File: config.mk
export PLATFORM = sky130hd
export DESIGN_NAME = bdm_csc
export DESIGN_NICKNAME = d
export VERILOG_FILES = /design/src/design/bdm_pkg.sv /design/src/design/bdm_csc.sv
export SDC_FILE = /design/constraint.sdc
export NUM_CORES = 2
export LEC_CHECK = 0
export BUFFER_PORTS_ARGS = -buffer_cell sky130_fd_sc_hd__buf_4
export CORE_MARGIN = 10
export CORE_UTILIZATION = 70
export DETAILED_ROUTE_END_ITERATION = 10
export GPL_ROUTABILITY_DRIVEN = 0
export PLACE_DENSITY = 0.86
export SETUP_SLACK_MARGIN = 0.2
export SYNTH_ARGS = -nofsm -noshare
export SYNTH_HDL_FRONTEND = slang
export SYNTH_SLANG_ARGS = --single-unit
File: constraint.sdc
create_clock -name clk -period 24.1 [get_ports clk]
set_input_delay 4.82 -clock clk [delete_from_list [all_inputs] [get_ports clk]]
set_output_delay 4.82 -clock clk [all_outputs]
set_load 0.01 [all_outputs]
File: src/design/bdm_pkg.sv
// ----------------------------------------------------------------------------
// bdm_pkg
// Shared types and constants for the Bayer demosaic to YCbCr 4:2:2 core.
// ----------------------------------------------------------------------------
package bdm_pkg;

  localparam int MAX_WIDTH_DEF = 2048;

  localparam int PIX_W     = 8;
  localparam int WORD_W    = 16;
  localparam int CFG_W     = 12;
  localparam int ROW_W     = 12;
  localparam int CFG_IDX_W = 1;

  localparam logic [CFG_W-1:0] WIDTH_RST  = 12'd1920;
  localparam logic [CFG_W-1:0] HEIGHT_RST = 12'd1080;
  localparam logic [CFG_W-1:0] WIDTH_MIN  = 12'd4;
  localparam logic [CFG_W-1:0] HEIGHT_MIN = 12'd3;

  typedef enum logic [CFG_IDX_W-1:0] {
    REG_LINE_WIDTH   = 1'b0,
    REG_FRAME_HEIGHT = 1'b1
  } cfg_reg_t;

  typedef enum logic {
    CMD_PIXEL = 1'b0,
    CMD_PAD   = 1'b1
  } cmd_t;

  // 3x3 neighborhood, row-major, entry 4 is the center
  typedef logic [8:0][PIX_W-1:0] win_t;

  typedef struct packed {
    logic fire;
    logic hu;
    logic hd;
    logic hl;
    logic hr;
    logic odd_row;
    logic odd_col;
    logic last;
  } pix_ctrl_t;

  typedef struct packed {
    logic [WORD_W-1:0] ycc;
    logic              pair_last;
    logic              frame_last;
  } out_word_t;

  // color conversion arithmetic
  localparam int MAG_W   = 18;
  localparam int RECIP_W = 19;
  localparam int REC_SH  = 28;
  localparam int QW      = 8;
  // floor(a / 1000) == (a * RECIP) >> REC_SH for every a below 2**18
  localparam logic [RECIP_W-1:0] RECIP = 19'd268436;

  localparam logic [MAG_W-1:0] K_Y_R  = 18'd183;
  localparam logic [MAG_W-1:0] K_Y_G  = 18'd614;
  localparam logic [MAG_W-1:0] K_Y_B  = 18'd62;
  localparam logic [MAG_W-1:0] K_CB_R = 18'd101;
  localparam logic [MAG_W-1:0] K_CB_G = 18'd338;
  localparam logic [MAG_W-1:0] K_CB_B = 18'd439;
  localparam logic [MAG_W-1:0] K_CR_R = 18'd439;
  localparam logic [MAG_W-1:0] K_CR_G = 18'd399;
  localparam logic [MAG_W-1:0] K_CR_B = 18'd40;

  localparam logic [PIX_W-1:0] Y_OFS = 8'd16;
  localparam logic [PIX_W-1:0] C_OFS = 8'd128;

  localparam int FIFO_DEPTH = 4;

endpackage

File: src/design/bdm_csc.sv
// ----------------------------------------------------------------------------
// bdm_csc
// BT.709 studio-range color conversion and 4:2:2 pair packing.
// ----------------------------------------------------------------------------
module bdm_csc import bdm_pkg::*; (
  input  logic             clk,
  input  logic             rst_n,
  input  logic             adv,
  input  logic             s3_valid,
  input  pix_ctrl_t        s3_ctrl,
  input  logic [PIX_W-1:0] red,
  input  logic [PIX_W-1:0] grn,
  input  logic [PIX_W-1:0] blu,
  output logic             push,
  output out_word_t        word0,
  output out_word_t        word1
);

  localparam int PROD_W = MAG_W + RECIP_W;

  // weighted sums, chroma split into magnitude and sign
  logic [MAG_W-1:0] y_sum, cb_pos, cb_neg, cr_pos, cr_neg;
  logic [MAG_W-1:0] s4_y_r, s4_cb_r, s4_cr_r;
  logic             s4_cb_sgn_r, s4_cr_sgn_r, s4_valid_r, s4_odd_r, s4_last_r;

  logic [PROD_W-1:0] prod_y, prod_cb, prod_cr;
  logic [QW-1:0]     s5_y_r, s5_cb_r, s5_cr_r;
  logic              s5_cb_sgn_r, s5_cr_sgn_r, s5_valid_r, s5_odd_r, s5_last_r;

  logic [PIX_W-1:0] y_val, cb_val, cr_val;
  logic [PIX_W-1:0] held_y_r, held_cb_r, held_cr_r;
  logic [PIX_W:0]   cb_sum, cr_sum;

  assign y_sum  = MAG_W'(red) * K_Y_R + MAG_W'(grn) * K_Y_G + MAG_W'(blu) * K_Y_B;
  assign cb_pos = MAG_W'(blu) * K_CB_B;
  assign cb_neg = MAG_W'(red) * K_CB_R + MAG_W'(grn) * K_CB_G;
  assign cr_pos = MAG_W'(red) * K_CR_R;
  assign cr_neg = MAG_W'(grn) * K_CR_G + MAG_W'(blu) * K_CR_B;

  always_ff @(posedge clk) begin
    if (adv) begin
      s4_y_r      <= y_sum;
      s4_cb_sgn_r <= cb_neg > cb_pos;
      s4_cb_r     <= (cb_neg > cb_pos) ? cb_neg - cb_pos : cb_pos - cb_neg;
      s4_cr_sgn_r <= cr_neg > cr_pos;
      s4_cr_r     <= (cr_neg > cr_pos) ? cr_neg - cr_pos : cr_pos - cr_neg;
      s4_odd_r    <= s3_ctrl.odd_col;
      s4_last_r   <= s3_ctrl.last;
    end
  end

  // divide magnitudes by 1000 through the reciprocal; truncates toward zero
  assign prod_y  = PROD_W'(s4_y_r) * PROD_W'(RECIP);
  assign prod_cb = PROD_W'(s4_cb_r) * PROD_W'(RECIP);
  assign prod_cr = PROD_W'(s4_cr_r) * PROD_W'(RECIP);

  always_ff @(posedge clk) begin
    if (adv) begin
      s5_y_r      <= prod_y[REC_SH +: QW];
      s5_cb_r     <= prod_cb[REC_SH +: QW];
      s5_cr_r     <= prod_cr[REC_SH +: QW];
      s5_cb_sgn_r <= s4_cb_sgn_r;
      s5_cr_sgn_r <= s4_cr_sgn_r;
      s5_odd_r    <= s4_odd_r;
      s5_last_r   <= s4_last_r;
    end
  end

  always_ff @(posedge clk) begin
    if (!rst_n) begin
      s4_valid_r <= 1'b0;
      s5_valid_r <= 1'b0;
    end else if (adv) begin
      s4_valid_r <= s3_valid;
      s5_valid_r <= s4_valid_r;
    end
  end

  // offsets wrap modulo 256
  assign y_val  = Y_OFS + s5_y_r;
  assign cb_val = C_OFS + (s5_cb_sgn_r ? (~s5_cb_r + PIX_W'(1)) : s5_cb_r);
  assign cr_val = C_OFS + (s5_cr_sgn_r ? (~s5_cr_r + PIX_W'(1)) : s5_cr_r);

  // hold the even pixel until its odd partner arrives
  always_ff @(posedge clk) begin
    if (adv && s5_valid_r && !s5_odd_r) begin
      held_y_r  <= y_val;
      held_cb_r <= cb_val;
      held_cr_r <= cr_val;
    end
  end

  assign cb_sum = (PIX_W+1)'(cb_val) + (PIX_W+1)'(held_cb_r);
  assign cr_sum = (PIX_W+1)'(cr_val) + (PIX_W+1)'(held_cr_r);

  assign push = adv && s5_valid_r && s5_odd_r;

  always_comb begin
    word0.ycc        = {cb_sum[PIX_W:1], held_y_r};
    word0.pair_last  = 1'b0;
    word0.frame_last = 1'b0;
    word1.ycc        = {cr_sum[PIX_W:1], y_val};
    word1.pair_last  = 1'b1;
    word1.frame_last = s5_last_r;
  end

endmodule

==> out/metrics.csv <==
metric;value;unit
outcome;complete, no violations;
Resized cells post-CTS;0;
routed vias/inst;5.95;
Pins Over Slew Limit;0;
Post-synth top cells;ha_1 (825), inv_1 (735), fa_1 (318);
core area;0.0420;mm²
Worst-Skew Late Latency;400;ps
area delta synth->final;4.49;%
final hold vios;0;
via count;21900;
initial antenna violation count;3;
GRT overflow;0;
#FFs+latches synth;112;
die width;227;µm
Mapped Cells;3092;
Mapped Avg Cell Area;9.66;µm²
fraction of layout cells with a size suffix above 1;3.85;%
ys flop type;edfxtp_1;
DP Wirelength;56.4;mm
CP required;24250;ps
top-area cell type share of the netlist area;34.6;%
setup bufs post-CTS;0;
Worst setup EP type;flip-flop;
# IOs;73;
final cycle utilization of the critical path;53.4;%
R2R Path Start;s4_y_r[8];
Synth warnings;0;
top cells by area, synth;ha_1 (35%), fa_1 (21%), edfxtp_1 (11%);
# Max-Cap Violations;0;
Slew @ Worst Pin;1150;ps
die area;0.0513;mm²
DR DRC count;0;
Post-synth EDFFs;110;
final wirelength;65.5;mm
synthesized area;0.0299;mm²
Setup Crit Path Kind;in -> reg;
worst-path fanout max;18;
Synth area leader;ha_1;
min-delay src;s4_odd_r;
Critical Path Start;blu[1];
crit path launch type;input pin;
1st-iter DRT viols;1256;
root buffer cell;clkbuf_16;
CTS tree;done;
Most Frequent Cell on Critical Path;ha_1;
unrepaired setup endpoints after global routing;no;
slew margin rel.;23.0;%
most numerous cell in the Yosys netlist;ha_1;
setup_tns;0;ps
placed insts;3666;
H-tree lvl count;3;
first-pass GRT wire length;111;mm
asr flop ratio synth;0;%
final setup vio count;0;
Largest stage delay, worst path;570;ps
FP Rows;75;
sequential element share of the synthesized area;11.2;%
min Tclk post-route;12870;ps
Nets;4317;
CTS Buffer Depth;2;
Die Ht;227;µm
WL/cell;17.8;µm
Min-Delay Path Class;reg -> reg;
# fillers;2762;
cts bufs inserted;9;
Initial Util;71.1;%
Critical Path AT;13020;ps
Area after DPL;0.0309;mm²
PortBufs;63;
Fmax;0.0777;GHz
antenna-violating nets left;0;
CTS clk-pin slew, worst paths;80;ps
Critical-path top delay cell;nor2_1;
Worst Skew;11.8;ps
Post-CTS Hold Buffers;0;
Synth cell types;77;
Final Cell Area;0.0312;mm²
final non-filler cell total;3685;
TritonCTS Sinks;112;
vias in the first global route;23900;
largest net degree at the start of global routing;84;
TritonRoute pass-1 iters;5;
GRT Total Usage;26.5;%
final timing paths:
check / to / slack (ps) / depth (start not counted)
setup / recovery: s4_cr_r[16] / 11230 / 29
hold / removal: s5_odd_r / 420 / 0
setup reg to reg: s5_y_r[4] / 17850 / 19
hold reg to reg: s5_odd_r / 420 / 0
metal layers:
metal  global-route usage (%)  vias to the layer above  part of all wire (%)  wire (µm)
met5                        0                        -                     0          0
met4                     11.9                        0                   4.1       2720
met3                     3.18                      199                   4.7       3110
met2                     47.8                      620                    51      33200
met1                     30.9                    10700                    40      26500
li1                         -                    10400                     -          -
final cells by class:
type | count | area [µm²] | area share [%]
clock inverters | 7 | 91.3 | 0.293
inverters | 735 | 2760 | 8.84
multi-input cells | 2214 | 23600 | 75.7
flip-flops and latches | 112 | 3340 | 10.7
diodes | 3 | 7.51 | 0.0241
clock buffers | 9 | 225 | 0.722
well taps | 539 | 674 | 2.16
repair buffers | 66 | 495 | 1.59
metrics by stage:
| step | utilization, % | setup slack [ps] | hold WS [ps] |
|---|---|---|---|
| finish | 74.3 | 11230 | 424 |
| global route | 74.3 | 10810 | 437 |
| CTS | 74.2 | 11310 | 423 |
| detailed placement | 73.5 | 10920 | 405 |
| global placement | 73.5 | 11160 | 401 |
| floorplan | - | 12370 | 400 |
flip-flops by register name (all words and copies together), names as in the netlist:
| name | flops |
|---|---|
| s4_last_r | 1 |
| s4_cb_sgn_r | 1 |
| s4_cr_sgn_r | 1 |
| s5_y_r | 8 |
| s4_y_r | 18 |
| s4_cr_r | 18 |
| s5_cr_sgn_r | 1 |
| s5_cb_r | 8 |
| held_y_r | 8 |
| s4_valid_r | 1 |
| held_cr_r | 8 |
| s5_cr_r | 8 |
| s4_odd_r | 1 |
| s4_cb_r | 18 |
| s5_cb_sgn_r | 1 |
| s5_odd_r | 1 |
| s5_last_r | 1 |
| s5_valid_r | 1 |
| held_cb_r | 8 |
critical path, delay by kind of cell:
| family | cells | cell delay [ps] |
|---|---|---|
| and+or+nand+nor | 6 | 1740 |
| AOI/OAI and AO/OA | 8 | 1790 |
| buffers and inverters | 4 | 580 |
| adders and majority gates | 9 | 3620 |
| xor gates and xnor gates | 2 | 440 |
placed cells by master, fill, tap and decap left out, drive strengths merged, types with 9 or more instances in the layout:
cell,instances
a21o,75
clkbuf,9
o21ai,82
a21boi,9
o211ai,14
a22oi,9
nand2b,37
and2,15
a211oi,32
or3,14
nand3,27
nand4,13
nand2,64
nor2b,31
or2,22
edfxtp,110
inv,738
o21bai,31
o31ai,11
nor2,85
xnor2,110
nor3,42
o21a,27
fa,318
and3,16
mux2i,19
xor2,44
a21oi,143
buf,66
a31oi,12
ha,825
kinds of logic after synthesis:
group | share of synthesized area (%)
compound gates | 11.2
buf+inv | 9.77
simple gates | 6.63
mux | 0.712
other cells | 0.0251
xor+xnor | 4.59
fa+ha+maj | 55.9
flops | 11.2
Power is not shown: default switching activity piles up to over one toggle a cycle in this logic, so the estimate is an artifact.
