File: src/design/bdm_pkg.sv
// ----------------------------------------------------------------------------
// bdm_pkg
// Shared types and constants for the Bayer demosaic to YCbCr 4:2:2 core.
// ----------------------------------------------------------------------------
package bdm_pkg;

  localparam int MAX_WIDTH_DEF = 2048;

  localparam int PIX_W     = 8;
  localparam int WORD_W    = 16;
  localparam int CFG_W     = 12;
  localparam int ROW_W     = 12;
  localparam int CFG_IDX_W = 1;

  localparam logic [CFG_W-1:0] WIDTH_RST  = 12'd1920;
  localparam logic [CFG_W-1:0] HEIGHT_RST = 12'd1080;
  localparam logic [CFG_W-1:0] WIDTH_MIN  = 12'd4;
  localparam logic [CFG_W-1:0] HEIGHT_MIN = 12'd3;

  typedef enum logic [CFG_IDX_W-1:0] {
    REG_LINE_WIDTH   = 1'b0,
    REG_FRAME_HEIGHT = 1'b1
  } cfg_reg_t;

  typedef enum logic {
    CMD_PIXEL = 1'b0,
    CMD_PAD   = 1'b1
  } cmd_t;

  // 3x3 neighborhood, row-major, entry 4 is the center
  typedef logic [8:0][PIX_W-1:0] win_t;

  typedef struct packed {
    logic fire;
    logic hu;
    logic hd;
    logic hl;
    logic hr;
    logic odd_row;
    logic odd_col;
    logic last;
  } pix_ctrl_t;

  typedef struct packed {
    logic [WORD_W-1:0] ycc;
    logic              pair_last;
    logic              frame_last;
  } out_word_t;

  // color conversion arithmetic
  localparam int MAG_W   = 18;
  localparam int RECIP_W = 19;
  localparam int REC_SH  = 28;
  localparam int QW      = 8;
  // floor(a / 1000) == (a * RECIP) >> REC_SH for every a below 2**18
  localparam logic [RECIP_W-1:0] RECIP = 19'd268436;

  localparam logic [MAG_W-1:0] K_Y_R  = 18'd183;
  localparam logic [MAG_W-1:0] K_Y_G  = 18'd614;
  localparam logic [MAG_W-1:0] K_Y_B  = 18'd62;
  localparam logic [MAG_W-1:0] K_CB_R = 18'd101;
  localparam logic [MAG_W-1:0] K_CB_G = 18'd338;
  localparam logic [MAG_W-1:0] K_CB_B = 18'd439;
  localparam logic [MAG_W-1:0] K_CR_R = 18'd439;
  localparam logic [MAG_W-1:0] K_CR_G = 18'd399;
  localparam logic [MAG_W-1:0] K_CR_B = 18'd40;

  localparam logic [PIX_W-1:0] Y_OFS = 8'd16;
  localparam logic [PIX_W-1:0] C_OFS = 8'd128;

  localparam int FIFO_DEPTH = 4;

endpackage

File: src/design/bdm_out_fifo.sv
// ----------------------------------------------------------------------------
// bdm_out_fifo
// Small result queue: two words in per pair, one word out per transfer.
// ----------------------------------------------------------------------------
module bdm_out_fifo import bdm_pkg::*; (
  input  logic      clk,
  input  logic      rst_n,
  input  logic      push,
  input  out_word_t word0,
  input  out_word_t word1,
  input  logic      out_stall,
  output logic      room,
  output logic      out_valid,
  output out_word_t out_word
);

  localparam int PTR_W = $clog2(FIFO_DEPTH);
  localparam int CNT_W = PTR_W + 1;

  out_word_t        q_r [FIFO_DEPTH];
  logic [PTR_W-1:0] wr_ptr_r, rd_ptr_r, wr_ptr_p1;
  logic [CNT_W-1:0] cnt_r, cnt_nxt;
  logic             pop;

  assign pop       = (cnt_r != '0) && !out_stall;
  assign wr_ptr_p1 = wr_ptr_r + PTR_W'(1);
  assign cnt_nxt   = cnt_r + (push ? CNT_W'(2) : CNT_W'(0)) - (pop ? CNT_W'(1) : CNT_W'(0));

  always_ff @(posedge clk) begin
    if (!rst_n) begin
      wr_ptr_r <= '0;
      rd_ptr_r <= '0;
      cnt_r    <= '0;
    end else begin
      if (push) begin
        wr_ptr_r <= wr_ptr_r + PTR_W'(2);
      end
      if (pop) begin
        rd_ptr_r <= rd_ptr_r + PTR_W'(1);
      end
      cnt_r <= cnt_nxt;
    end
  end

  always_ff @(posedge clk) begin
    if (push) begin
      q_r[wr_ptr_r]  <= word0;
      q_r[wr_ptr_p1] <= word1;
    end
  end

  assign room      = cnt_r <= CNT_W'(FIFO_DEPTH - 2);
  assign out_valid = cnt_r != '0;
  assign out_word  = q_r[rd_ptr_r];

endmodule

File: config.mk
export PLATFORM = sky130hd
export DESIGN_NAME = bdm_out_fifo
export DESIGN_NICKNAME = d
export VERILOG_FILES = /design/src/design/bdm_pkg.sv /design/src/design/bdm_out_fifo.sv
export SDC_FILE = /design/constraint.sdc
export NUM_CORES = 1
export LEC_CHECK = 0
export ABC_CLOCK_PERIOD_IN_PS = 4700
export BUFFER_PORTS_ARGS = -buffer_cell sky130_fd_sc_hd__buf_2
export CORE_MARGIN = 2
export CORE_UTILIZATION = 43
export CTS_CLUSTER_DIAMETER = 120
export DETAILED_ROUTE_END_ITERATION = 8
export PLACE_DENSITY = 0.61
export SLEW_MARGIN = 20
export SYNTH_ARGS = -nofsm -noshare
export SYNTH_HDL_FRONTEND = slang
export SYNTH_SLANG_ARGS = --single-unit
export TNS_END_PERCENT = 100
File: constraint.sdc
create_clock -name clk -period 4.7 [get_ports clk]
set_clock_uncertainty 0.05 [all_clocks]
set_input_delay 0.47 -clock clk [delete_from_list [all_inputs] [get_ports clk]]
set_output_delay 0.47 -clock clk [all_outputs]
set_load 0.1 [all_outputs]
==> results, run 1 <==
- In this run, synthesis inferred between 70 and 80 flip-flops with an integrated enable.
- The region available for standard cell placement spans between 0.006 and 0.007 sq mm.
- For this run, asynchronously set or reset flops after synthesis account for 0%.
- For the pin with the worst max-slew slack, the measured transition is a little under 900 ps.
- Setup violations remaining at the end of the flow were counted as 0.
- In this run the cell area of the synthesized design comes to 0.00299 sq mm.
- The longest clock path from root to sink contains 2 buffers.
- The number of setup buffers added after CTS is 0.
- STA classifies the critical path startpoint as a flip-flop.
- The number of standard cells after synthesis is between 100 and 150.
- The detailed router placed 1441 vias in this run.
- The number of antenna violations at the first check in global routing was 0.
- The placed wire-length estimate after detailed placement is ~3300 microns.
- The number of clock buffers added by TritonCTS is 9.
- The count of instances resized after the clock tree is built is 0.
- Before CTS, the worst setup slack after placement is approximately 2400 ps.
- The first routing iteration left 60 violations.
- The analysis attributes to cell leakage a power of roughly 1.3 nW.
- Summed over all instances, the cell type with the most area after synthesis is sky130_fd_sc_hd__edfxtp_1.
- After layout, the worst setup slack is 2150 ps.
- The flow ran to the end, and the final reports show no timing, DRC or antenna violations.
- At the end of the flow, the number of nets in the layout was 241.
- Across all hold checks on the routed design, the worst slack comes to between 200 and 300 ps.
- The count of yosys warnings during synthesis is 0.
- The clock reaches the later pin of the worst-skew pair after 320 ps.
- The die width is ~90 microns.
- Setup repair after global routing left no endpoint under its margin.
- The number of inserted diodes is 0.
- The number of hold buffers added after CTS was 0.
- The most used flip-flop cell after synthesis is sky130_fd_sc_hd__edfxtp_1.
- The clock tree synthesis step divided the H-tree into 3 levels.
- Synthesis produced a netlist with a net count of approximately 170.
- The share of the core filled with cells is approximately 53%.
- The clock net sink count is 80.
- The post-route netlist has a little over two fifths of its cells at a drive strength greater than 1.
- The initial standard-cell utilization of the core is 44.3%.
- The power per cell area is between 500 and 600 mW/mm^2.
- The number of buffers and inverters on the critical path is 1.
- The number of optimization iterations in the first detailed-route pass is 4.
- The number of endpoints with negative hold slack in the final report is 0.
- The critical path endpoint category is an output pin.
- The die footprint is between 0.007 and 0.008 sq mm.
- The number of placed instances, taps included, is about 270.
- The arrival time at the worst endpoint is between 2000 and 2500 ps.
- The final worst-path cycle share is 54.2%.
- The tool flagged a number of max-cap violations equal to 0.
- The post-synthesis sequential element count is 80.
- The via count of the first global-routing pass is ~1500.
- The total chip power is roughly 2.1 mW.
- The TritonCTS clock tree is built.
- The detail route stage leaves a number of antenna-violating nets equal to 0.
- A synthesized cell averages approximately 23 sq um.
- The worst-case IR drop observed on VDD is roughly 0.50 mV.
- The synthesis-to-finish area growth is 18.8%.
- Port buffering added 59 buffers.
- Among all cell types in the netlist, the one instantiated most often is sky130_fd_sc_hd__edfxtp_1.
- The total negative slack is 0 ps.
- In this run the cell area measured after placement is ~0.0034 sq mm.
- The number of distinct library cells after synthesis is 23.
- The fill cell total of the finished layout is between 500 and 600.
- Counting instances in the post-synthesis netlist gives the leading cell types as sky130_fd_sc_hd__edfxtp_1 (72), sky130_fd_sc_hd__mux4_2 (10), sky130_fd_sc_hd__dfxtp_1 (8), sky130_fd_sc_hd__mux4_1 (8), sky130_fd_sc_hd__inv_1 (6).
- The overflow left after global routing is 0.
- Grouping stages by cell kind, the critical path spends the most delay in flip-flops.
- The routed wire length is roughly 5000 microns.
- The finished layout cell area is 0.00355 sq mm.
- Global routing used 13.9% of the available tracks across all layers.
- Sorting the synthesized cells by area gives the leading types as sky130_fd_sc_hd__edfxtp_1 (72%), sky130_fd_sc_hd__mux4_2 (7.5%), sky130_fd_sc_hd__mux4_1 (7.0%), sky130_fd_sc_hd__dfxtp_1 (5.4%), sky130_fd_sc_hd__ha_1 (1.3%).
- The peak clock frequency supported by timing is around 390 MHz.
- In this run the worst path has a maximum fanout of 18.
- The class of the most critical setup path is flip-flop to output pin.
- Sequential elements use between 70% and 80% of the synthesized area.
- The number of max-slew violations in the final report is 0.
- After detailed routing, the average wire length per cell comes to roughly 18 microns.
- Counting instances, the worst hold path has a depth of 1.
- The first global-routing pass estimated ~7700 microns of wire.
- The root buffer cell chosen for the clock tree is sky130_fd_sc_hd__clkbuf_8.
- For this run, the number of standard cells in the final layout without fillers is 282.
- The worst slew margin relative to its limit is a little over two fifths.
- The critical path goes through mux4_1 > buf_2.
- The maximum number of pins on one net before global-route repair is 38.
- From bottom edge to top edge, the die measures ~90 microns.
- The depth of the worst register-to-register path is 8.
- Data on the critical path is required at its endpoint by 4180 ps.
- The number of stages on the worst setup path is 2.
- The slowest stage cell on the critical path is sky130_fd_sc_hd__dfxtp_2.
- The min-delay analysis places its worst path in the category input pin to flip-flop.
- The clock-pin slew on the worst setup and hold paths is roughly 80 ps.
- The total DRC errors in the routed layout is 0.
- The number of top-level design ports is 60.
- After floorplanning, the core was divided into 30 placement rows.
- The per-cell via count in the routed design is about 5.
- The time the final worst path needs with I/O delays and setup is about 2500 ps.
- The proportion of netlist area held by the largest area contributor is 72.3%.
- The delay of the slowest cell on the worst path is 720 ps.
- The last weighted congestion value of the routability-driven placer is roughly 0.74.
[layer usage]
| metal | routed length [microns] | global-route usage [%] | share of wire, % |
|---|---|---|---|
| met1 | 2020 | 16.3 | 41 |
| met2 | 2590 | 23.8 | 52 |
| met3 | 259 | 3.51 | 5.2 |
| met4 | 93 | 7.13 | 1.9 |
| met5 | 0 | 0 | 0 |
[final timing paths]
path                             from  slack (ps)                   to
max reg2reg       cnt_r[1]$_SDFF_PN0_        3010  cnt_r[2]$_SDFF_PN0_
min reg2reg  rd_ptr_r[1]$_SDFFE_PN0P_         440            flip-flop
max                         flip-flop        2150          out_word[6]
min                          word1[2]         280  q_r[1][2]$_DFFE_PP_
[sequential cells by signal, indices dropped and copies added (netlist names), named ones only]
| name | cells |
|---|---|
| q_r | 72 |
| rd_ptr_r | 2 |
| wr_ptr_r | 1 |
| cnt_r | 3 |
[cell families (layout without fill, tap and decap cells)]
family | Yosys count | after routing | synth area share (%)
XOR/XNOR | 2 | 2 | 0.586
buffers and inverters | 10 | 81 | 2.13
AND/OR/NAND/NOR | 12 | 12 | 2.43
AO/OA/AOI/OAI | 5 | 5 | 1.09
flip-flops | 80 | 80 | 77.6
adder cells (fa/ha/maj) | 3 | 3 | 1.25
multiplexers | 19 | 19 | 14.9
[layout by cell type, fill, tap and decap left out, types with 2 or more instances in the layout]
cell                       Yosys  layout
sky130_fd_sc_hd__inv_1         6       6
sky130_fd_sc_hd__buf_2         2      59
sky130_fd_sc_hd__a21boi_0      2       2
sky130_fd_sc_hd__mux4_2       10      10
sky130_fd_sc_hd__clkbuf_8      0       9
sky130_fd_sc_hd__ha_1          3       3
sky130_fd_sc_hd__dfxtp_1       8       7
sky130_fd_sc_hd__xnor2_1       2       2
sky130_fd_sc_hd__clkbuf_1      0       2
sky130_fd_sc_hd__edfxtp_1     72      72
sky130_fd_sc_hd__nor2b_1       2       2
sky130_fd_sc_hd__and2_1        3       2
sky130_fd_sc_hd__mux4_1        8       8
[worst reg2reg max path: stages, from the launching register on]
cell and delay, ps:
sky130_fd_sc_hd__dfxtp_1 340, sky130_fd_sc_hd__nor3_2 320, sky130_fd_sc_hd__nor2_1 80, sky130_fd_sc_hd__ha_1 200, sky130_fd_sc_hd__inv_1 60, sky130_fd_sc_hd__ha_1 150, sky130_fd_sc_hd__xnor2_1 150, sky130_fd_sc_hd__xnor2_1 90
sky130_fd_sc_hd__and2_1 150
[area by class of cell]
type,instances,area (sq um),area share (%)
clock inverter,4,46.3,1.30
sequential,80,2320,65.4
inverter,6,22.5,0.634
clock buffer,11,131,3.70
timing repair buffer,60,315,8.87
tap,80,100,2.82
multi-input combinational,41,614,17.3
[power breakdown]
part / internal (mW) / leakage [nW] / switching (mW) / total (mW)
Clock: 0.240 / 0.0868 / 0.217 / 0.457
Combinational: 0.170 / 0.449 / 0.534 / 0.704
Sequential: 0.833 / 0.742 / 0.0579 / 0.891
Total: 1.24 / 1.28 / 0.809 / 2.05
No activity file was read; power rests on OpenSTA's default activity.
==> run 2, diff against run 1 <==
- ABC_CLOCK_PERIOD_IN_PS: 4700 -> 2340
- PLACE_DENSITY: 0.61 -> 0.63
- clock period: 4.7 -> 2.34 ns (I/O delays scaled with it)
==> results, run 2 (same netlist as run 1, synthesis figures left out) <==
- The flow ran to the end, and the final reports show no timing, DRC or antenna violations.
- The setup path with the least slack is of type flip-flop to output pin.
- q_r holds more flip-flops than any other register.
- The number of inserted diodes is 0 (unchanged).
- The maximum number of pins on one net before global-route repair was 37 (-2.6%).
- The min-delay analysis places its worst path in the category input pin to flip-flop.
- The top cell types in the final layout, fill and taps aside, are sky130_fd_sc_hd__edfxtp_1 (72), sky130_fd_sc_hd__buf_2 (59), sky130_fd_sc_hd__mux4_2 (10).
- The source-to-sink clock delay at the later pin of the worst-skew pair came to 340 ps (+20 ps).
- Based on the critical path, the design can be clocked at up to 478 MHz.
- The initial standard-cell utilization of the core came to 44.3% (unchanged).
- The final standard cell count with taps included and fillers excluded came to 288 (+2.1%).
- The die footprint was 0.00764 sq mm (unchanged).
- The number of DRC markers in iteration 0 is 99 (+65%).
- The TritonCTS clock tree is built.
- The average routed wire per standard cell came to 17.0 microns (-3.4%).
- The area of the core is 0.00676 sq mm (unchanged).
- The number of endpoints with negative hold slack in the final report is 0 (unchanged).
- The total via count in the routed design is 1484 (+3.0%).
- The overall track demand over capacity in global routing is 14.1% (+0.13 points).
- The number of optimization iterations in the first detailed-route pass is 4 (unchanged).
- The largest voltage drop on the vdd net was 0.909 mV (+82%).
- The clock net sink count is 80 (unchanged).
- The largest registers in the layout are q_r (72), cnt_r (3), rd_ptr_r (2).
- The total negative slack is 0 ps (unchanged).
- The time the final worst path needs with I/O delays and setup is about 2100 ps.
- The number of antenna violations at the first check in global routing was 0 (unchanged).
- The per-cell via count in the routed design is 5.15 (+0.84%).
- The measured slew at the worst slew-check pin is 496 ps (-368 ps).
- The library cell used most frequently in the layout, excluding fill and tap cells, is sky130_fd_sc_hd__edfxtp_1.
- The largest fanout on the critical path came to 11 (-7).
- The number of max-slew violations in the final report is 0 (unchanged).
- The maximum root-to-sink buffer count is 2 (unchanged).
- The critical path endpoint category is an output pin.
- The overflow left after global routing is 0 (unchanged).
- The finished layout cell area is 0.00360 sq mm (+1.4%).
- The arrival time at the worst endpoint is 1810 ps (-220 ps).
- The final worst-path cycle share is about nine tenths.
- The total chip power is 4.18 mW (+100%).
- The cell area reported after detailed placement is 0.00341 sq mm (+1.7%).
- The number of max-cap violations is 0 (unchanged).
- The number of top-level design ports was 60 (unchanged).
- The number of levels the H-tree was split into is 3 (unchanged).
- The sort of element at the start of the critical path is a flip-flop.
- The routed wire length came to 4900 microns (-1.3%).
- The flip-flop count of the largest register after layout was 72 (unchanged).
- The CTS root buffer is sky130_fd_sc_hd__clkbuf_8.
- The number of placed cells counting well taps is 272 (+2.3%).
- The synthesis-to-finish area growth is 20.4%.
- The worst endpoint required time was 2060 ps (-2120 ps).
- The placed wire-length estimate after detailed placement is 3390 microns (+2.1%).
- The total DRC errors in the routed layout was 0 (unchanged).
- The cell row count is 30 (unchanged).
- The final count of negative-setup-slack endpoints is 0 (unchanged).
- The power per cell area is 1160 mW/mm^2 (+100%).
- The last weighted congestion value of the routability-driven placer was 0.700 (-5.6%).
- The global-route wire length before repair is 7680 microns (-0.18%).
- The count of buffers from port buffering came to 59 (unchanged).
- The die width is 87.4 microns (unchanged).
- Setup repair after global routing left no endpoint under its margin.
- The remaining number of nets flagged by the antenna check after routing came to 0 (unchanged).
- The quantity of hold-fixing buffers added after cts was 0 (unchanged).
- The count of instances resized after the clock tree is built is 0 (unchanged).
- The static power due to leakage was 1.31 nW (+2.2%).
- The fill cell total of the finished layout is 525 (-4.2%).
- The clock-pin slew on the worst setup and hold paths is 80 ps (about the same).
- The vertical die dimension came to 87.4 microns (unchanged).
- The share of post-route cells with drive strength above 1 was 44.2% (+1.7 points).
- The number of buffers added by the clock tree synthesis step is 9 (unchanged).
- The post-layout net count was 246 (+2.1%).
- The share of the core filled with cells came to 53.3% (+0.72 points).
- The worst slew margin relative to its limit is 67.1% (+25 points).
- The via count of the first global-routing pass is 1622 (+5.5%).
- The post-CTS setup buffer count came to 0 (unchanged).
[run 2: cell types whose count changed in the layout (fill, tap and decap cells not counted)]
cell / before / now
sky130_fd_sc_hd__buf_4: 0 / 5
sky130_fd_sc_hd__clkinv_4: 0 / 1
sky130_fd_sc_hd__clkinv_1: 1 / 0
sky130_fd_sc_hd__clkinvlp_4: 1 / 2
sky130_fd_sc_hd__dfxtp_1: 7 / 8
sky130_fd_sc_hd__dfxtp_2: 1 / 0
[run 2: final cells by class]
cell class	instances	area (sq um)	area share, %
clock buffer	11	131	3.65
timing repair buffer	65	353	9.80
inverter	6	22.5	0.625
multi-input combinational	41	614	17.1
tap	80	100	2.78
sequential	80	2320	64.5
clock inverter	5	58.8	1.63
[run 2: through the flow]
step | setup slack [ps] | hold WS (ps)
2_1_floorplan | 255 | 283
3_3_place_gp | 597 | 373
3_5_place_dp | 595 | 376
4_1_cts | 215 | 5.08
5_1_grt | 174 | 3.88
6_report | 249 | 25.1
[run 2: critical path, cell delays in order (launching register included)]
cell	delay, ps
sky130_fd_sc_hd__dfxtp_1	330
sky130_fd_sc_hd__buf_4	250
sky130_fd_sc_hd__mux4_1	580
sky130_fd_sc_hd__buf_2	310
[run 2: where the power goes]
group | internal (mW) | switching, mW | leakage, nW
sequential | 1.67 | 0.0483 | 0.742
combinational | 0.360 | 1.14 | 0.475
clock | 0.493 | 0.467 | 0.0895
[run 2: path summary, 6_finish.rpt]
check	from	to	slack, ps	cells past startpoint
hold / removal	word1[9]	q_r[3][9]$_DFFE_PP_	30	1
hold reg to reg	rd_ptr_r[1]$_SDFFE_PN0P_	rd_ptr_r[1]$_SDFFE_PN0P_	430	2
setup reg to reg	cnt_r[1]$_SDFF_PN0_	cnt_r[2]$_SDFF_PN0_	640	8
setup / recovery	flip-flop	out_word[5]	250	3
[run 2: routing by layer]
layer	wire length (microns)	share of wire, %	global-route usage [%]
met3	237	4.8	3.98
met1	2010	41	15.5
met2	2530	52	24.0
met5	0	0	0
met4	126	2.6	8.53
