### src/design/bdm_pkg.sv
// ----------------------------------------------------------------------------
// bdm_pkg
// Shared types and constants for the Bayer demosaic to YCbCr 4:2:2 core.
// ----------------------------------------------------------------------------
package bdm_pkg;

  localparam int MAX_WIDTH_DEF = 2048;

  localparam int PIX_W     = 8;
  localparam int WORD_W    = 16;
  localparam int CFG_W     = 12;
  localparam int ROW_W     = 12;
  localparam int CFG_IDX_W = 1;

  localparam logic [CFG_W-1:0] WIDTH_RST  = 12'd1920;
  localparam logic [CFG_W-1:0] HEIGHT_RST = 12'd1080;
  localparam logic [CFG_W-1:0] WIDTH_MIN  = 12'd4;
  localparam logic [CFG_W-1:0] HEIGHT_MIN = 12'd3;

  typedef enum logic [CFG_IDX_W-1:0] {
    REG_LINE_WIDTH   = 1'b0,
    REG_FRAME_HEIGHT = 1'b1
  } cfg_reg_t;

  typedef enum logic {
    CMD_PIXEL = 1'b0,
    CMD_PAD   = 1'b1
  } cmd_t;

  // 3x3 neighborhood, row-major, entry 4 is the center
  typedef logic [8:0][PIX_W-1:0] win_t;

  typedef struct packed {
    logic fire;
    logic hu;
    logic hd;
    logic hl;
    logic hr;
    logic odd_row;
    logic odd_col;
    logic last;
  } pix_ctrl_t;

  typedef struct packed {
    logic [WORD_W-1:0] ycc;
    logic              pair_last;
    logic              frame_last;
  } out_word_t;

  // color conversion arithmetic
  localparam int MAG_W   = 18;
  localparam int RECIP_W = 19;
  localparam int REC_SH  = 28;
  localparam int QW      = 8;
  // floor(a / 1000) == (a * RECIP) >> REC_SH for every a below 2**18
  localparam logic [RECIP_W-1:0] RECIP = 19'd268436;

  localparam logic [MAG_W-1:0] K_Y_R  = 18'd183;
  localparam logic [MAG_W-1:0] K_Y_G  = 18'd614;
  localparam logic [MAG_W-1:0] K_Y_B  = 18'd62;
  localparam logic [MAG_W-1:0] K_CB_R = 18'd101;
  localparam logic [MAG_W-1:0] K_CB_G = 18'd338;
  localparam logic [MAG_W-1:0] K_CB_B = 18'd439;
  localparam logic [MAG_W-1:0] K_CR_R = 18'd439;
  localparam logic [MAG_W-1:0] K_CR_G = 18'd399;
  localparam logic [MAG_W-1:0] K_CR_B = 18'd40;

  localparam logic [PIX_W-1:0] Y_OFS = 8'd16;
  localparam logic [PIX_W-1:0] C_OFS = 8'd128;

  localparam int FIFO_DEPTH = 4;

endpackage

### src/design/bdm_interp.sv
// ----------------------------------------------------------------------------
// bdm_interp
// Bilinear RGGB interpolation of the window center to RGB.
// ----------------------------------------------------------------------------
module bdm_interp import bdm_pkg::*; (
  input  logic             clk,
  input  logic             rst_n,
  input  logic             adv,
  input  logic             s2_valid,
  input  pix_ctrl_t        s2_ctrl,
  input  win_t             win,
  output logic             s3_valid,
  output pix_ctrl_t        s3_ctrl,
  output logic [PIX_W-1:0] red,
  output logic [PIX_W-1:0] grn,
  output logic [PIX_W-1:0] blu
);

  logic [PIX_W-1:0] up, dn, lf, rt, ul, ur, dl, dr, cc;
  logic [PIX_W+1:0] cross_sum, diag_sum;
  logic [PIX_W:0]   horz_sum, vert_sum;
  logic [PIX_W-1:0] cross_avg, diag_avg, horz_avg, vert_avg;
  logic [PIX_W-1:0] red_nxt, grn_nxt, blu_nxt;
  logic [PIX_W-1:0] red_r, grn_r, blu_r;
  logic             s3_valid_r;
  pix_ctrl_t        s3_ctrl_r;

  // zero out neighbors that fall outside the frame
  always_comb begin
    cc = win[4];
    up = s2_ctrl.hu ? win[1] : '0;
    dn = s2_ctrl.hd ? win[7] : '0;
    lf = s2_ctrl.hl ? win[3] : '0;
    rt = s2_ctrl.hr ? win[5] : '0;
    ul = (s2_ctrl.hu && s2_ctrl.hl) ? win[0] : '0;
    ur = (s2_ctrl.hu && s2_ctrl.hr) ? win[2] : '0;
    dl = (s2_ctrl.hd && s2_ctrl.hl) ? win[6] : '0;
    dr = (s2_ctrl.hd && s2_ctrl.hr) ? win[8] : '0;
  end

  assign cross_sum = (PIX_W+2)'(lf) + (PIX_W+2)'(rt) + (PIX_W+2)'(up) + (PIX_W+2)'(dn);
  assign diag_sum  = (PIX_W+2)'(ul) + (PIX_W+2)'(ur) + (PIX_W+2)'(dl) + (PIX_W+2)'(dr);
  assign horz_sum  = (PIX_W+1)'(lf) + (PIX_W+1)'(rt);
  assign vert_sum  = (PIX_W+1)'(up) + (PIX_W+1)'(dn);
  assign cross_avg = cross_sum[PIX_W+1:2];
  assign diag_avg  = diag_sum[PIX_W+1:2];
  assign horz_avg  = horz_sum[PIX_W:1];
  assign vert_avg  = vert_sum[PIX_W:1];

  always_comb begin
    if (!s2_ctrl.odd_row && !s2_ctrl.odd_col) begin
      red_nxt = cc;        grn_nxt = cross_avg; blu_nxt = diag_avg;
    end else if (!s2_ctrl.odd_row) begin
      red_nxt = horz_avg;  grn_nxt = cc;        blu_nxt = vert_avg;
    end else if (s2_ctrl.odd_col) begin
      red_nxt = diag_avg;  grn_nxt = cross_avg; blu_nxt = cc;
    end else begin
      red_nxt = vert_avg;  grn_nxt = cc;        blu_nxt = horz_avg;
    end
  end

  always_ff @(posedge clk) begin
    if (adv) begin
      red_r     <= red_nxt;
      grn_r     <= grn_nxt;
      blu_r     <= blu_nxt;
      s3_ctrl_r <= s2_ctrl;
    end
  end

  always_ff @(posedge clk) begin
    if (!rst_n) begin
      s3_valid_r <= 1'b0;
    end else if (adv) begin
      s3_valid_r <= s2_valid;
    end
  end

  assign s3_valid = s3_valid_r;
  assign s3_ctrl  = s3_ctrl_r;
  assign red      = red_r;
  assign grn      = grn_r;
  assign blu      = blu_r;

endmodule

### config.mk
export PLATFORM = sky130hd
export DESIGN_NAME = bdm_interp
export DESIGN_NICKNAME = d
export VERILOG_FILES = /design/src/design/bdm_pkg.sv /design/src/design/bdm_interp.sv
export SDC_FILE = /design/constraint.sdc
export NUM_CORES = 1
export LEC_CHECK = 0
export BUFFER_PORTS_ARGS = -buffer_cell sky130_fd_sc_hd__buf_2
export CORE_ASPECT_RATIO = 1.2
export CORE_UTILIZATION = 50
export DETAILED_ROUTE_END_ITERATION = 8
export GPL_ROUTABILITY_DRIVEN = 0
export PLACE_DENSITY_LB_ADDON = 0.12
export SETUP_SLACK_MARGIN = 0.4
export SLEW_MARGIN = 20
export SYNTH_ARGS = -nofsm -noshare
export SYNTH_HDL_FRONTEND = slang
export SYNTH_SLANG_ARGS = --single-unit
### constraint.sdc
create_clock -name clk -period 3.65 [get_ports clk]
set_input_delay 0 -clock clk [delete_from_list [all_inputs] [get_ports clk]]
set_output_delay 0 -clock clk [all_outputs]
set_load 0.03 [all_outputs]
==> metrics.md, run 1 <==
| Metric | Value |
|---|---|
| Outcome | `complete, no violations` |
| Top Ports | `117` |
| Leakage | `2.43 nW` |
| Overflow after GRT | `0` |
| CTS tree | `yes` |
| Busiest layer in global routing | `met2` |
| RR Startpoint | `s3_valid` |
| Pre-CTS setup slack | `110 ps` |
| Slowest-stage cell, CP | `fa_1` |
| Clk_lat worst skew | `280 ps` |
| HP Start | `win[38]` |
| Final worst clock skew | `0 ps` |
| Antenna violations before repair | `0` |
| Setup violators final | `0` |
| Final Max Slew Viols | `0` |
| Crit path launch type | `primary input` |
| Synthesized cell area | `3970 µm²` |
| Arrival @ worst endpoint | `3220 ps` |
| Hold Path End | `grn[6]` |
| Final worst slack | `453 ps` |
| Final Hold Viols | `0` |
| CTS HTree Levels | `2` |
| DR vias/cell | `5.48` |
| Die Width | `83.3 µm` |
| Max-Cap Viols | `0` |
| First-pass GRT wire length | `15,900 µm` |
| Hold Crit Depth | `3` |
| Syn nets | `565` |
| Post-synthesis cell count | `418` |
| PwrDens | `314 nW/µm²` |
| GR Util met3 | `0.0224` |
| Critical Path Sink Type | `register` |
| Critical path class | `in2reg` |
| Share of layout cells above drive strength 1 | `0.287` |
| Full die area | `8300 µm²` |
| Seq/Total Area, Yosys | `0.247` |
| Hpwl dp | `8250 µm` |
| RSZ-0062 raised after global routing | `false` |
| Num CTS Buffers | `5` |
| Worst-path fanout max | `17` |
| VDD IR-drop max | `0.000287 V` |
| Clock Tree Buf Depth | `2` |
| Worst endpoint required time | `3670 ps` |
| Initial DRC count | `165` |
| Async S/R FF share, synth | `0` |
| Fin util | `0.625` |
| Period Utilization, post-route | `0.876` |
| Number of synthesized flops with an enable pin | `32` |
| Ys Warns | `0` |
| Largest net degree at the start of global routing | `34` |
| Clock sinks | `33` |
| DRT antenna net count | `0` |
| R2R Setup Slk | `2490 ps` |
| Clock-pin slew on the worst setup and hold paths | `80 ps` |
| # DRC | `0` |
| Rel. slew slack | `0.492` |
| Vias | `3,450` |
| Fmax | `313 MHz` |
| Type of the worst min-delay path | `in2reg` |
| Slowest stage delay, CP | `560 ps` |
| TNS Setup | `0 ps` |
| Min Tclk post-route | `3200 ps` |
| Number of distinct library cells after synthesis | `52` |
| Critical Path, Cell by Cell | `clkbuf_4, and3_1, fa_1, fa_1, nand2_1, nor2_1, nand2_1, fa_2, nand2b_1, a21oi_2, o31ai_1, o31a_1, mux4_2` |
| Post-layout power | `1.51 mW` |
| Number of global-route vias before repair | `3,408` |
| Met2 GRT Util | `0.420` |
| Reg2reg end | `s3_valid` |
| Synth Flop Type | `edfxtp_1` |
| Met1 GRT Util | `0.317` |
| Least-Margin Pin Slew | `763 ps` |
| WL final | `10,000 µm` |
| Die height | `99.6 µm` |
| Initial Utilization | `0.515` |
| WHS | `37.7 ps` |
| Mean Syn Cell Area | `9.50 µm²` |
| Wire length per cell | `15.9 µm` |
| N_diodes | `0` |
| Root Driver | `clkbuf_8` |
| # rows | `35` |
| FF-to-FF path depth | `3` |
| Synthesized flop and latch total | `33` |
| Fin nets | `683` |
| Buffers on Ports | `116` |
| CORE AREA | `7710 µm²` |
| All-Layer GR Usage | `0.244` |
| DRT Pass-1 Iters | `4` |
| Fill count | `686` |
| Synth-to-Final Area Change | `21.3%` |
-- sequential cells by signal, summed over array words and instances, names as in the netlist --
register,count
blu,8
grn,8
red,8
s3_ctrl,8
s3_valid,1
-- per-stage QoR --
step / std cells / cell area [µm²]
finish: 629 / 4820
global route: 629 / 4820
CTS: 628 / 4770
detailed placement: 616 / 4640
global placement: 616 / 4640
floorplan: 418 / 3980
-- worst max-delay path by stage --
stage / start / to / slack (ps) / depth (start not counted)
6_report: s2_ctrl[6] / red[5] / 450 / 13
5_1_grt: s2_ctrl[6] / red[5] / 350 / 13
4_1_cts: s2_ctrl[4] / red[6] / 420 / 13
3_5_place_dp: s2_ctrl[4] / red[6] / 110 / 13
3_3_place_gp: s2_ctrl[4] / grn[7] / 210 / 14
2_1_floorplan: s2_ctrl[6] / red[5] / 430 / 13
-- Yosys cell counts (2+ instances only) --
cell type / n / area [µm²]
inv_1: 72 / 270
nand2_1: 36 / 135
fa_1: 34 / 681
edfxtp_1: 32 / 961
ha_1: 29 / 363
a21oi_1: 22 / 110
and2_1: 22 / 138
and3_1: 22 / 138
nor2_1: 22 / 82.6
o21ai_0: 16 / 80.1
xnor2_1: 12 / 105
clkbuf_1: 10 / 37.5
o21a_1: 8 / 60.1
mux4_2: 7 / 158
a21o_1: 5 / 37.5
o31a_1: 5 / 43.8
xor2_1: 5 / 43.8
nand3_1: 4 / 20.0
nor2b_1: 4 / 25.0
o31ai_1: 4 / 30.0
a221oi_1: 3 / 26.3
a22oi_1: 3 / 22.5
nand2b_1: 3 / 18.8
nand4_1: 3 / 18.8
nor3_1: 3 / 15.0
buf_1: 2 / 7.51
buf_2: 2 / 10.0
mux2_2: 2 / 22.5
mux4_1: 2 / 52.6
o21bai_1: 2 / 15.0
-- area by class of cell --
cell class | instances | area, µm² | share of cell area
flip-flops and latches | 33 | 981 | 0.204
well taps | 92 | 115 | 0.0239
clock inverters | 3 | 17.5 | 0.00364
multi-input cells | 299 | 2700 | 0.561
repair buffers | 125 | 663 | 0.138
inverters | 72 | 270 | 0.0561
clock buffers | 5 | 68.8 | 0.0143
-- report_power, final --
part           internal [mW]  total (mW)  switching, mW
Combinational          0.296       0.739          0.443
Clock                  0.132       0.280          0.149
Sequential             0.482       0.492         0.0106
Total                  0.910        1.51          0.602
-- cells in the final DEF (no fill, tap or decap), types with 2 or more instances in the layout --
| cell type | synthesis | routed |
|---|---|---|
| buf_2 | 2 | 114 |
| inv_1 | 72 | 72 |
| nand2_1 | 36 | 36 |
| fa_1 | 34 | 33 |
| edfxtp_1 | 32 | 32 |
| ha_1 | 29 | 28 |
| and2_1 | 22 | 22 |
| and3_1 | 22 | 22 |
| nor2_1 | 22 | 22 |
| a21oi_1 | 22 | 18 |
| o21ai_0 | 16 | 16 |
| xnor2_1 | 12 | 12 |
| o21a_1 | 8 | 8 |
| mux4_2 | 7 | 7 |
| a21o_1 | 5 | 5 |
| o31a_1 | 5 | 5 |
| clkbuf_8 | 0 | 5 |
| buf_4 | 0 | 5 |
| nand3_1 | 4 | 4 |
| a21oi_2 | 0 | 4 |
| nor2b_1 | 4 | 4 |
| o31ai_1 | 4 | 4 |
| xor2_1 | 5 | 4 |
| dlygate4sd3_1 | 0 | 4 |
| nand4_1 | 3 | 3 |
| nand2b_1 | 3 | 3 |
| nor3_1 | 3 | 3 |
| a221oi_1 | 3 | 3 |
| a22oi_1 | 3 | 3 |
| mux4_1 | 2 | 2 |
| o21bai_1 | 2 | 2 |
| mux2_2 | 2 | 2 |
| clkinv_2 | 0 | 2 |
| clkbuf_4 | 0 | 2 |
-- cells by family (layout without fill, tap and decap cells) --
group                    Yosys count  count (layout)  share of synthesized area
AND/OR/NAND/NOR                  129             129                      0.172
buffers and inverters             86             205                     0.0819
AO/OA/AOI/OAI                     78              78                      0.138
adder cells (fa/ha/maj)           63              63                      0.263
flip-flops                        33              33                      0.247
XOR/XNOR                          17              17                     0.0375
multiplexers                      12              12                     0.0611
-- critical path, delay by kind of cell --
kind,cells,cell delay [ps]
AOI/OAI and AO/OA,3,420
buffers and inverters,1,180
and+or+nand+nor,5,700
adders and majority gates,3,1440
muxes,1,470
-- per-layer routing --
layer,vias up,part of all wire
met1,1635,0.43
met3,22,0.053
met2,133,0.49
li1,1660,-
met4,0,0.031
met5,-,0
-- repair_timing --
| item | in CTS | in global routing |
|---|---|---|
| hold buffers | 4 | 0 |
| buffers inserted | 0 | 1 |
| gates resized for setup | 0 | 9 |
| setup endpoints to repair | 0 | 8 |
| endpoints found under the hold margin | 3 | 0 |
(Power assumes the default switching activity.)
==> run 2: changes to the inputs <==
--- a/config.mk
+++ b/config.mk
@@ -5,6 +5,7 @@
 export SDC_FILE = /design/constraint.sdc
 export NUM_CORES = 1
 export LEC_CHECK = 0
+export ABC_AREA = 1
 export BUFFER_PORTS_ARGS = -buffer_cell sky130_fd_sc_hd__buf_2
 export CORE_ASPECT_RATIO = 1.2
 export CORE_UTILIZATION = 50
@@ -12,6 +13,7 @@
 export GPL_ROUTABILITY_DRIVEN = 0
 export PLACE_DENSITY_LB_ADDON = 0.12
 export SETUP_SLACK_MARGIN = 0.4
+export SKIP_CTS_REPAIR_TIMING = 1
 export SLEW_MARGIN = 20
 export SYNTH_ARGS = -nofsm -noshare
 export SYNTH_HDL_FRONTEND = slang
==> run 2 against run 1 <==
Via count increased by 19%. Cell count increased by 34%. Clock-buffer cell count increased by 2. Hold slack improved by 4.6 ps. Critical path depth increased by 3. Flip-flop and latch count unchanged. Sequential share of layout area decreased by 1.2 points. Non-clock buffer count decreased by 5.
==> metrics.md, run 2 <==
| Metric | Value |
|---|---|
| Outcome | `complete, no violations (unchanged)` |
| Min Tclk post-route | `3000 ps (was 3200 ps)` |
| RR Startpoint | `s3_valid (unchanged)` |
| Critical Path, Cell by Cell | `buf_2, nand2_1, nor2_1, fa_1, fa_1, nand2_1, inv_1, nand2_1, fa_1, inv_1, nand3_1, nand3_1, xor2_1, o21ai_1, nor2_1, a21oi_1 (was clkbuf_4, and3_1, fa_1, fa_1, nand2_1, nor2_1, nand2_1, fa_2, nand2b_1, a21oi_2, o31ai_1, o31a_1, mux4_2)` |
| Overflow after GRT | `0 (unchanged)` |
| Reg area | `981 µm² (unchanged)` |
| Wire length per cell | `12.6 µm (was 15.9 µm)` |
| Clock-pin slew on the worst setup and hold paths | `70 ps (was 80 ps)` |
| Crit path launch type | `primary input (unchanged)` |
| Final Hold Viols | `0 (unchanged)` |
| Area contributors post-synth | `edfxtp_1 22%, fa_1 16%, inv_1 14% (was edfxtp_1 24%, fa_1 17%, ha_1 9.1%)` |
| Worst endpoint required time | `3680 ps (was 3670 ps)` |
| Setup violators final | `0 (unchanged)` |
| Final Max Slew Viols | `0 (unchanged)` |
| Critical path class | `in2reg (unchanged)` |
| Rel. slew slack | `0.501 (was 0.492)` |
| Largest net degree at the start of global routing | `35 (was 34)` |
| Synth Flop Type | `edfxtp_1 (unchanged)` |
| Final worst clock skew | `0 ps (unchanged)` |
| Fin nets | `872 (was 683)` |
| Antenna violations before repair | `0 (unchanged)` |
| VDD IR-drop max | `0.000159 V (was 0.000287 V)` |
| All-Layer GR Usage | `0.246 (was 0.244)` |
| PwrDens | `308 nW/µm² (was 314 nW/µm²)` |
| # DRC | `0 (unchanged)` |
| Synth area leader | `edfxtp_1 (unchanged)` |
| Die Width | `86.6 µm (was 83.3 µm)` |
| Clk_lat worst skew | `280 ps (about the same)` |
| Num CTS Buffers | `5 (unchanged)` |
| Ys Warns | `0 (unchanged)` |
| First-pass GRT wire length | `17,200 µm (was 15,900 µm)` |
| Crit path max-delay family | `adder cells (unchanged)` |
| CTS HTree Levels | `2 (unchanged)` |
| Synth-to-Final Area Change | `19.2% (was 21.3%)` |
| Top Ports | `117 (unchanged)` |
| Post-synthesis cell count | `608 (was 418)` |
| N_diodes | `0 (unchanged)` |
| Number of synthesized flops with an enable pin | `32 (unchanged)` |
| Hold Crit Depth | `1 (was 3)` |
| Top cell type's share of synthesized area | `0.224 (was 0.242)` |
| Mean Syn Cell Area | `7.05 µm² (was 9.50 µm²)` |
| Most frequent cells in the layout | `155 x inv_1, 147 x nand2_1, 116 x buf_2 (was 114 x buf_2, 72 x inv_1, 36 x nand2_1)` |
| Reg2reg end | `s3_valid (unchanged)` |
| Hpwl dp | `8990 µm (was 8250 µm)` |
| Full die area | `8950 µm² (was 8300 µm²)` |
| Leakage | `3.03 nW (was 2.43 nW)` |
| Slowest-stage cell, CP | `fa_1 (unchanged)` |
| CORE AREA | `8200 µm² (was 7710 µm²)` |
| Buffers on Ports | `116 (unchanged)` |
| Multi-input gate area | `2650 µm² (was 2700 µm²)` |
| Clock Tree Buf Depth | `2 (unchanged)` |
| FF-to-FF path depth | `3 (unchanged)` |
| Type of the worst min-delay path | `in2reg (unchanged)` |
| RSZ-0062 raised after global routing | `false (unchanged)` |
| Period Utilization, post-route | `0.823 (was 0.876)` |
| Fill count | `797 (was 686)` |
| Least-Margin Pin Slew | `749 ps (was 763 ps)` |
| Root Driver | `clkbuf_8 (unchanged)` |
| Synth top cells by count | `155 x inv_1, 147 x nand2_1, 50 x nor2_1 (was 72 x inv_1, 36 x nand2_1, 34 x fa_1)` |
| Die height | `103 µm (was 99.6 µm)` |
| Slowest stage delay, CP | `550 ps (was 560 ps)` |
| Critical path depth | `16 (was 13)` |
| Number of distinct library cells after synthesis | `39 (was 52)` |
| WL final | `10,600 µm (was 10,000 µm)` |
| DR vias/cell | `4.87 (was 5.48)` |
| # rows | `36 (was 35)` |
| Most frequent cell after synthesis | `inv_1 (unchanged)` |
| Share of layout cells above drive strength 1 | `0.196 (was 0.287)` |
| Initial Utilization | `0.523 (was 0.515)` |
| Number of global-route vias before repair | `3,801 (was 3,408)` |
| Fmax | `333 MHz (was 313 MHz)` |
| Critical Path Start | `s2_ctrl[3] (was s2_ctrl[6])` |
| DRT Pass-1 Iters | `5 (was 4)` |
| Critical Path Sink Type | `register (unchanged)` |
| Max-Cap Viols | `0 (unchanged)` |
| TNS Setup | `0 ps (unchanged)` |
| Async S/R FF share, synth | `0 (unchanged)` |
| CTS tree | `yes (unchanged)` |
| DRT antenna net count | `0 (unchanged)` |
| Crit path buffers/inverters | `3 (was 1)` |
| Initial DRC count | `348 (was 165)` |
| Worst setup path end | `red[3] (was red[5])` |
| Synthesized flop and latch total | `33 (unchanged)` |
| Seq/Total Area, Yosys | `0.229 (was 0.247)` |
| Commonest non-fill, non-tap cell in the layout | `inv_1 (was buf_2)` |
| Vias | `4,093 (was 3,450)` |
| Synthesized cell area | `4290 µm² (was 3970 µm²)` |
| Syn nets | `755 (was 565)` |
| Worst-path fanout max | `13 (was 17)` |
| R2R Setup Slk | `2450 ps (was 2490 ps)` |
| Arrival @ worst endpoint | `3030 ps (was 3220 ps)` |
| Post-layout power | `1.57 mW (was 1.51 mW)` |
| Clock sinks | `33 (unchanged)` |
run 2: layer usage:
layer,share of wire,track usage
met5,0,0
met4,0.023,0.0679
met3,0.054,0.0373
met2,0.46,0.417
met1,0.46,0.329
run 2: per-stage QoR:
| stage | instances | hold WS [ps] | util | cell area [µm²] | setup slack [ps] |
|---|---|---|---|---|---|
| after floorplan | 608 | 93.5 | - | 4290 | 697 |
| after global placement | 828 | 184 | 0.604 | 4950 | 470 |
| after detailed placement | 828 | 180 | 0.604 | 4950 | 347 |
| after CTS | 836 | -109 | 0.619 | 5070 | 637 |
| after global routing | 840 | 40.3 | 0.623 | 5110 | 411 |
| final | 840 | 42.4 | 0.623 | 5110 | 647 |
run 2: how the worst min path moves through the flow:
stage	startpoint	endpoint	slack (ps)
floorplan	adv	s3_valid	90
global placement	s2_ctrl[7]	s3_ctrl[7]	180
detailed placement	s2_ctrl[7]	s3_ctrl[7]	180
CTS	s2_ctrl[7]	s3_ctrl[7]	-110
global route	s2_ctrl[2]	s3_ctrl[2]	40
finish	s2_ctrl[2]	s3_ctrl[2]	40
run 2: layout make-up:
type                       instances  area share
timing repair buffer             120       0.121
inverter                         161       0.118
sequential                        33       0.192
multi-input combinational        404       0.518
clock buffer                       7      0.0169
clock inverter                     1     0.00588
tap                              114      0.0279
run 2: cells by family after synthesis:
group,share of synthesized area
AOI/OAI and AO/OA,0.0802
and+or+nand+nor,0.273
adders and majority gates,0.243
xor gates and xnor gates,0.0204
buffers and inverters,0.154
DFF,0.229
run 2: power breakdown:
group          internal, mW  switching, mW  total (mW)
sequential            0.475        0.00955       0.485
combinational         0.253          0.474       0.727
clock                 0.223          0.139       0.362
